[config.mk]
export PLATFORM = sky130hd
export DESIGN_NAME = fwh_ctrl
export DESIGN_NICKNAME = d
export VERILOG_FILES = /design/src/hdl/fwh_pkg.sv /design/src/hdl/fwh_ctrl.sv
export SDC_FILE = /design/constraint.sdc
export NUM_CORES = 1
export LEC_CHECK = 0
export ABC_AREA = 1
export BUFFER_PORTS_ARGS = -buffer_cell sky130_fd_sc_hd__buf_4
export CAP_MARGIN = 20
export CORE_AREA = 5 5 42 44
export DETAILED_ROUTE_END_ITERATION = 8
export DIE_AREA = 0 0 47 49
export PLACE_DENSITY = 0.87
export SLEW_MARGIN = 20
export SYNTH_ARGS = -nofsm -noshare
export SYNTH_HDL_FRONTEND = slang
export SYNTH_SLANG_ARGS = --single-unit
export TNS_END_PERCENT = 1
[constraint.sdc]
create_clock -name clk_i -period 2.85 [get_ports clk_i]
set_input_delay 0.4275 -clock clk_i [delete_from_list [all_inputs] [get_ports clk_i]]
set_output_delay 0.4275 -clock clk_i [all_outputs]
set_load 0.01 [all_outputs]
[src/hdl/fwh_pkg.sv]
// Shared types, widths and codes for the fixed-width histogram engine.
package fwh_pkg;

  // Default sizing of the bin store
  localparam int NUM_BINS_DEF    = 1024;
  localparam int COUNT_WIDTH_DEF = 32;

  // Item field widths
  localparam int OPCODE_W = 2;
  localparam int VALUE_W  = 32;
  localparam int RDBIN_W  = 10;
  localparam int STATUS_W = 2;
  localparam int INDEX_W  = 10;
  localparam int COUNT_W  = 32;
  localparam int USED_W   = 11;

  // Register port
  localparam int APB_AW = 3;
  localparam int APB_DW = 32;
  localparam logic [0:0] REG_BIN_WIDTH = 1'b0;
  localparam logic [APB_DW-1:0] BIN_WIDTH_RST = 32'h0001_0000;

  typedef enum logic [OPCODE_W-1:0] {
    OP_INSERT = 2'd0,
    OP_CLEAR  = 2'd1,
    OP_READ   = 2'd2
  } opcode_e;

  typedef enum logic [STATUS_W-1:0] {
    ST_OK     = 2'd0,
    ST_BEYOND = 2'd1,
    ST_NEG    = 2'd2,
    ST_UNUSED = 2'd3
  } status_e;

  // Which kind of result the datapath loads into its output register
  typedef enum logic [1:0] {
    RES_INS  = 2'd0,
    RES_READ = 2'd1,
    RES_FLAG = 2'd2
  } res_kind_e;

  // Controller to datapath
  typedef struct packed {
    logic      capture;
    logic      div_start;
    logic      mem_rd;
    logic      rd_sel_read;
    logic      upd;
    logic      sweep;
    logic      clr_state;
    logic      res_load;
    res_kind_e res_kind;
    status_e   res_status;
  } cmd_t;

  // Datapath to controller
  typedef struct packed {
    logic [OPCODE_W-1:0] op;
    logic                neg;
    logic                div_done;
    logic                beyond;
    logic                sweep_last;
    logic                out_free;
  } stat_t;

endpackage

[src/hdl/fwh_ctrl.sv]
// Histogram controller: sequences clear sweeps, division, bin reads and bin updates.
module fwh_ctrl (
  input  logic           clk_i,
  input  logic           rst_ni,
  input  logic           in_valid_i,
  output logic           in_ready_o,
  input  fwh_pkg::stat_t stat_i,
  output fwh_pkg::cmd_t  cmd_o
);
  import fwh_pkg::*;

  typedef enum logic [2:0] {
    S_INIT,
    S_IDLE,
    S_DISP,
    S_DIV,
    S_UPD,
    S_RRES,
    S_CLR,
    S_EMIT
  } state_e;

  state_e  state_q, state_d;
  status_e st_q, st_d;

  // Next state and commands
  always_comb begin
    state_d = state_q;
    st_d    = st_q;
    cmd_o   = '0;
    unique case (state_q)
      S_INIT: begin
        cmd_o.sweep = 1'b1;
        if (stat_i.sweep_last) state_d = S_IDLE;
      end
      S_IDLE: begin
        if (in_valid_i) begin
          cmd_o.capture = 1'b1;
          state_d       = S_DISP;
        end
      end
      S_DISP: begin
        unique case (stat_i.op)
          OP_INSERT: begin
            if (stat_i.neg) begin
              st_d    = ST_NEG;
              state_d = S_EMIT;
            end else begin
              cmd_o.div_start = 1'b1;
              state_d         = S_DIV;
            end
          end
          OP_CLEAR: begin
            cmd_o.clr_state = 1'b1;
            state_d         = S_CLR;
          end
          OP_READ: begin
            cmd_o.mem_rd      = 1'b1;
            cmd_o.rd_sel_read = 1'b1;
            state_d           = S_RRES;
          end
          default: begin
            st_d    = ST_OK;
            state_d = S_EMIT;
          end
        endcase
      end
      S_DIV: begin
        if (stat_i.div_done) begin
          if (stat_i.beyond) begin
            st_d    = ST_BEYOND;
            state_d = S_EMIT;
          end else begin
            cmd_o.mem_rd = 1'b1;
            state_d      = S_UPD;
          end
        end
      end
      S_UPD: begin
        if (stat_i.out_free) begin
          cmd_o.upd      = 1'b1;
          cmd_o.res_load = 1'b1;
          cmd_o.res_kind = RES_INS;
          state_d        = S_IDLE;
        end
      end
      S_RRES: begin
        if (stat_i.out_free) begin
          cmd_o.res_load = 1'b1;
          cmd_o.res_kind = RES_READ;
          state_d        = S_IDLE;
        end
      end
      S_CLR: begin
        cmd_o.sweep = 1'b1;
        if (stat_i.sweep_last) begin
          st_d    = ST_OK;
          state_d = S_EMIT;
        end
      end
      S_EMIT: begin
        if (stat_i.out_free) begin
          cmd_o.res_load   = 1'b1;
          cmd_o.res_kind   = RES_FLAG;
          cmd_o.res_status = st_q;
          state_d          = S_IDLE;
        end
      end
      default: state_d = S_IDLE;
    endcase
  end

  // State and registered status code
  always_ff @(posedge clk_i or negedge rst_ni) begin
    if (!rst_ni) begin
      state_q <= S_INIT;
      st_q    <= ST_OK;
    end else begin
      state_q <= state_d;
      st_q    <= st_d;
    end
  end

  assign in_ready_o = state_q == S_IDLE;

endmodule

# Yosys cells after proc, flatten, opt, wreduce, memory -nomap -nowiden
# Cells that the tools add are included.
# W data, S select, Z words.
[totals]
regBits = 5
latch_bits = 0
ram_bits = 0
rom_bits = 0
out_inout_bits = 13
word_cells = 62
memories = 0
[classes]
n_addsub = 0
multipliers = 0
n_div = 0
magnitude_cmp = 0
eq_ne = 17
shift = 0
muxes = 35
n_bitwise = 0
n_reduce_logical = 8
[op_table]
columns = ["operator", "n"]
rows = [
  ["$mux W3", 8],
  ["$pmux W3 S3", 2],
  ["$pmux W3 S6", 1],
  ["$mux W2", 7],
  ["$mux W1", 13],
  ["$eq A3 B3 Y1 const B", 4],
  ["$ne A2 B2 Y1 const B", 6],
  ["$eq A3 B2 Y1 const B", 2],
  ["$pmux W2 S3", 1],
  ["$reduce_and A6 Y1", 1],
  ["$mux W5", 1],
  ["$reduce_and A5 Y1", 1],
  ["$pmux W2 S2", 1],
  ["$reduce_or A2 Y1", 2],
  ["$eq A3 B1 Y1 const B", 1],
  ["$logic_not A3 Y1", 1],
  ["$ne A3 B3 Y1 const B", 1],
  ["$reduce_bool A3 Y1", 1],
  ["$reduce_or A3 Y1", 1],
  ["$eq A2 B1 Y1 const B", 1],
  ["$eq A2 B2 Y1 const B", 1],
  ["$logic_not A2 Y1", 1],
  ["$ne A2 B1 Y1 const B", 1],
  ["$pmux W1 S2", 1],
]

# Logic depth before layout (Yosys ltp)
# Gate-level depths: netlist (run 1).
[depth]
depth_word = 4
ltp_mapped = 9
mapped_depth_nobuf = 8

# Least setup slack after synthesis (run 1)
# No wires, ideal clock.
[synth_timing]
kind = "register to output"
from = "register state_q[2]"
to = "output port cmd_o[9] (netlist name)"
arrival_ps = 1044
required_time_ps = 2423
slack_ps = 1378
path_stages_with_launch = 5
path_buffers = 1
path_cell_list = "dfrtp_1 > buf_4 > inv_4 > nand3_1 > o32ai_1"
[synth_lines]
columns = ["item", "line_no", "source"]
rows = [
  ["start: declaration", "fwh_ctrl.sv:23", "state_e state_q, state_d;"],
  ["start signal: assignment", "fwh_ctrl.sv:119", "state_q <= state_d;"],
  ["end: declaration", "fwh_ctrl.sv:8", "output fwh_pkg::cmd_t cmd_o"],
]

==> summary.md, run 1 <==
| Metric | Value |
|---|---|
| Crit. End Element | output pin |
| Worst-Margin Slew | between 0.4 and 0.5 ns |
| Layout cell share with drive strength beyond 1 | between 20% and 30% |
| Post-Syn Area | 634 um^2 |
| Fin crit period | 1.90 ns |
| CTS sink count | 5 |
| Ant diodes | 0 |
| Setup TNS | 0 ns |
| Placer Congestion | just over 0.8 |
| Multi-input gate area | roughly 400 um^2 |
| Worst-path clk slew | 0.05 ns |
| CTS tree | built |
| Worst slew margin | between 70 and 80% |
| Logic pwr share | 62.2% |
| Total net switching power | around 360 uW |
| Synth Instances | around 100 |
| Highest Clock Rate | between 0.5 and 0.6 GHz |
| FF-to-FF Start | state_q[1] |
| Worst hold-check path type | input port to async pin |
| Setup CP Type | register to output pin |
| Hpwl dp | ~1.2 mm |
| Final Cycle Share | 66.7% |
| Placed Cells | 138 |
| Die height | 49 um |
| Die width | 47 um |
| Final wirelength | 1.54 mm |
| Deepest clock path buffer count | 2 |
| Initial DRC Count | 11 |
| Worst setup startpoint | state_q[1] |
| Critical Path RT | approximately 2.4 ns |
| Drt first pass iters | 4 |
| Pwr/cell area | 832 mW/mm^2 |
| WP data arrival | 1.47 ns |
| Syn_area_per_cell | 6.16 um^2 |
| Slowest stage cell, crit path | dfrtp_1 |
| Buffers on Ports | 22 |
| Unrepaired setup endpoints after global routing | no |
| IO Pins | 23 |
| Fill count | approximately 140 |
| Post-synthesis net count | approximately 120 |
| Core footprint | 0.00140 mm^2 |
| Status | complete, no violations |
| YS warnings | 0 |
| Starting Density | 45.3% |
| Leak | 0.481 nW |
| Commonest non-fill, non-tap cells in the layout | 25 x nand2_1, 22 x buf_4, 16 x inv_1 |
| Cts bufs inserted | 3 |
| Largest net degree at the start of global routing | 11 |
| Global route total overflow | 0 |
| P_int | 331 uW |
| Finished Core Util | between 50 and 60% |
| Sequential element share of the synthesized area | between 10% and 20% |
| Fin Clk Skew | around 0.0016 ns |
| CP max FO | 10 |
| First-pass GRT wire length | roughly 2.5 mm |
| Clock root buffer | clkbuf_4 |
| Sequential group share of total power | 25.0% |
| DRC violations left | 0 |
| Seq cells post-synth | 5 |
| Final #Nets | ~140 |
| Sw frac | 51.8% |
| H-tree Lvls | 1 |
| Non-filler cells, final | ~140 |
| Peak supply drop | 0.000441 V |
| Post-synth ARST share | 100% |
| Clk pwr share | approximately an eighth |
| Per-cell routed wire length | 10.8 um |
| Crit path cell chain | nand3_1 > o32ai_1 > buf_4 |
| Later-pin clock latency in the skew report | 0.25 ns |
| Type of origin of the critical path | register |
| Die ar. | between 0.002 and 0.0025 mm^2 |
| Initial antenna violation count | 0 |
| Vias in the first global route | 624 |
| Post-synth EDFFs | 0 |
| Final antenna-violating net count | 0 |
| Vias | between 700 and 800 |
| # rows | 14 |
| Crit-path max cell delay | approximately 0.58 ns |
| Post-synth cell types | 20 |
| Fin. max-slew vios | 0 |
| Register area | between 100 and 150 um^2 |
| P&R area growth vs syn | 30.2% |
| GRT Util Overall | ~14% |
| Max_cap viols | 0 |
| Final hold violations | 0 |
| Post-CTS Setup Bufs | 0 |
| Final setup fails | 0 |
| Commonest non-fill, non-tap cell in the layout | nand2_1 |
| Vias/cell | 4.90 |
| Top FF cell, synth | dfrtp_1 |
final timing paths:
path                       cells after the start         end  slack [ns]
setup / recovery                               3    cmd_o[9]        0.95
hold / removal                                 2  state_q[0]        0.51
min in group clk_i                             5  state_q[1]        0.55
max in group asynchronous                      2  state_q[2]        2.23
setup reg to reg                               7     st_q[1]        1.47
hold reg to reg                                3     st_q[1]        0.59
final cells by class:
| type | count | area share, % |
|---|---|---|
| clock buffers | 4 | 3.18 |
| inverters | 20 | 9.39 |
| multi-input cells | 75 | 48.6 |
| flip-flops and latches | 5 | 15.2 |
| well taps | 16 | 2.42 |
| repair buffers | 23 | 21.2 |
cells in the mapped netlist (all sizes together) (2+ instances only):
cell type | count | share of area, %
nor3 | 4 | 3.2
nand4 | 3 | 3.0
buf | 3 | 4.7
dfrtp | 5 | 20
nand2 | 29 | 20
o21bai | 2 | 2.4
o21ai | 2 | 1.6
nand3 | 11 | 10
ha | 5 | 9.9
nor2 | 17 | 11
inv | 20 | 12
metal layers:
layer,vias to the layer above,global-route usage [%],wire [um]
met3,3,2.58,84
met4,0,6.91,16
met2,21,21.5,726
met1,310,19.4,715
met5,-,0,0
li1,367,-,-
worst max-delay path: cells and delay by family (launching register included):
| family | cells | cell delay [ns] |
|---|---|---|
| compound gates | 1 | 0.27 |
| buf+inv | 1 | 0.17 |
| flops | 1 | 0.58 |
| simple gates | 1 | 0.21 |
repair_timing:
item                                   CTS  global route
resized for setup                        0             0
hold buffers                             1             0
setup endpoints to repair                0             0
endpoints found under the hold margin    5             0
cells by family after synthesis:
kind of cell	after synthesis	synth area share, %
AND/OR/NAND/NOR	64	46.7
buffers and inverters	23	17.0
AO/OA/AOI/OAI	6	6.71
adder cells (fa/ha/maj)	5	9.86
flip-flops	5	19.7
flip-flops by register name, indices dropped and copies added, names as in the netlist:
register  count
st_q          2
state_q       3
stage by stage:
step | area, um^2 | hold WS [ns] | power, mW | worst slack, ns
after floorplan | 634 | 0.132 | 0.505 | 1.38
after detailed placement | 790 | 0.233 | 0.595 | 1.24
after CTS | 826 | 0.512 | 0.689 | 0.960
after global routing | 826 | 0.512 | 0.752 | 0.836
final | 826 | 0.513 | 0.687 | 0.950
after global placement | 790 | 0.231 | 0.583 | 1.27
power by group through the flow:
stage	Clock, mW	Combinational, mW	Sequential, mW
after global routing	0.0976	0.478	0.177
after CTS	0.0920	0.426	0.171
after detailed placement	0	0.423	0.172
final	0.0881	0.427	0.172
after global placement	0	0.416	0.167
after floorplan	0	0.388	0.117
Note: power is estimated with default switching activity, not from simulation.
==> inputs of run 2 (changes only) <==
--- a/config.mk
+++ b/config.mk
@@ -8,10 +8,10 @@
 export ABC_AREA = 1
 export BUFFER_PORTS_ARGS = -buffer_cell sky130_fd_sc_hd__buf_4
 export CAP_MARGIN = 20
-export CORE_AREA = 5 5 42 44
+export CORE_MARGIN = 5
+export CORE_UTILIZATION = 43
 export DETAILED_ROUTE_END_ITERATION = 8
-export DIE_AREA = 0 0 47 49
-export PLACE_DENSITY = 0.87
+export PLACE_DENSITY = 0.84
 export SLEW_MARGIN = 20
 export SYNTH_ARGS = -nofsm -noshare
 export SYNTH_HDL_FRONTEND = slang
==> constraint.sdc (replaced) <==
create_clock -name clk_i -period 1.6 [get_ports clk_i]
set_input_delay 0.24 -clock clk_i [delete_from_list [all_inputs] [get_ports clk_i]]
set_output_delay 0.24 -clock clk_i [all_outputs]
set_load 0.01 [all_outputs]
==> summary.md, run 2 (synthesis results as in run 1) <==
| Metric | Value |
|---|---|
| Status | complete, no violations |
| Max reg flops | 3 |
| Worst slew margin | a little under nine tenths |
| Post-DP Area | just under 800 um^2 |
| Fin. max-slew vios | 0 |
| Fin Clk Skew | between 0.002 and 0.0025 ns |
| Placed Cells | 137 |
| Final hold slack | roughly 0.33 ns |
| Vias in the first global route | roughly 670 |
| Per-cell routed wire length | between 10 and 15 um |
| Crit. End Element | output pin |
| Clock root buffer | clkbuf_4 |
| Final wirelength | 1.60 mm |
| CTS tree | built |
| GRT Util Overall | between 10 and 15% |
| CP max FO | 9 |
| H-tree Lvls | 1 |
| Max_cap viols | 0 |
| Die ar. | approximately 0.0023 mm^2 |
| Largest net degree at the start of global routing | 11 |
| Top reg by flops | state_q |
| Slowest stage cell, crit path | dfrtp_2 |
| Final hold violations | 0 |
| Fin crit period | around 1.5 ns |
| DRC violations left | 0 |
| Worst-path clk slew | approximately 0.050 ns |
| Initial antenna violation count | 0 |
| Vias | 740 |
| Final antenna-violating net count | 0 |
| Commonest non-fill, non-tap cells in the layout | 25 x nand2_1, 25 x buf_4, 16 x inv_1 |
| Setup CP Type | register to output pin |
| Layout cell share with drive strength beyond 1 | 35.4% |
| Die width | about 48 um |
| Later-pin clock latency in the skew report | roughly 0.25 ns |
| CTS sink count | 5 |
| Critical path depth in cells | 5 |
| Crit path cell chain | inv_2 > nor2_2 > nand2_1 > nand2_1 > buf_4 |
| Pwr/cell area | 1520 mW/mm^2 |
| Die height | between 40 and 50 um |
| # rows | 13 |
| Top Registers | state_q x3, st_q x2 |
| Vias/cell | just over 5 |
| Leak | between 0.4 and 0.5 nW |
| Starting Density | between 40% and 50% |
| Final #Nets | ~150 |
| Post-route cell area | approximately 860 um^2 |
| Peak supply drop | approximately 0.00056 V |
| Overall power | 1.31 mW |
| Highest Clock Rate | roughly 0.65 GHz |
| Type of origin of the critical path | register |
| First-pass GRT wire length | between 2 and 3 mm |
| Final setup fails | 0 |
| Critical Path RT | 1.36 ns |
| WP data arrival | ~1.3 ns |
| Core footprint | approximately 0.0014 mm^2 |
| P&R area growth vs syn | 36.1% |
| Family with the most delay on the worst path | flip-flops |
| Final Cycle Share | a little over nine tenths |
| Worst reg2reg path depth | 8 |
| Cts bufs inserted | 3 |
| Worst-Margin Slew | ~0.22 ns |
| Placer Congestion | 0.828 |
| Deepest clock path buffer count | 2 |
| Non-filler cells, final | approximately 150 |
| Worst hold-check path type | input port to async pin |
| IO Pins | 23 |
| Global route total overflow | 0 |
| Finished Core Util | 63.9% |
| Drt first pass iters | 4 |
| Crit-path max cell delay | 0.48 ns |
| Buf+Inv Stages, Crit Path | 2 |
| CP dominant cell by count | nand2_1 |
| Buffers on Ports | 22 |
| Hpwl dp | 1.27 mm |
| Ant diodes | 0 |
| Initial DRC Count | 22 |
| Fill count | between 100 and 150 |
-- run 2: area by class of cell --
| cell class | count | area, um^2 | share of cell area [%] |
|---|---|---|---|
| Clock buffer | 4 | 26.3 | 3.04 |
| Inverter | 20 | 77.6 | 8.99 |
| Multi-Input combinational cell | 75 | 414 | 48.0 |
| Sequential cell | 5 | 129 | 14.9 |
| Tap cell | 15 | 18.8 | 2.17 |
| Timing Repair Buffer | 26 | 198 | 22.9 |
-- run 2: metal layers --
metal / part of all wire (%) / global-route usage [%] / wire, um
met1: 40 / 16.6 / 641
met2: 49 / 22.2 / 783
met3: 7.2 / 2.45 / 115
met4: 3.9 / 10.6 / 62
met5: 0 / 0 / 0
-- run 2: final timing paths --
check | start | end | slack (ns)
hold / removal | rst_ni | state_q[1] | 0.33
min in group clk_i | stat_i[2] | state_q[1] | 0.38
setup reg to reg | state_q[1] | state_q[0] | 0.23
max in group asynchronous | rst_ni | state_q[2] | 1.14
hold reg to reg | st_q[1] | st_q[1] | 0.59
setup / recovery | state_q[1] | cmd_o[6] | 0.07
-- run 2: power breakdown --
part	total [mW]	internal [mW]	switching [mW]
combinational	0.854	0.350	0.504
clock	0.157	0.0950	0.0621
sequential	0.304	0.197	0.107
-- run 2: per-stage QoR --
stage,setup slack [ns],setup TNS (ns)
after floorplan,0.316,0
after global placement,0.217,0
after detailed placement,0.182,0
after CTS,0.0306,0
after global routing,-0.000136,-0.000136
final,0.0672,0
-- run 2: what timing repair did --
action,4_1_cts,5_1_grt
hold buffers,1,0
buffers inserted,1,2
gates resized for setup,3,2
hold endpoints to repair,5,0
setup endpoints to repair,6,2
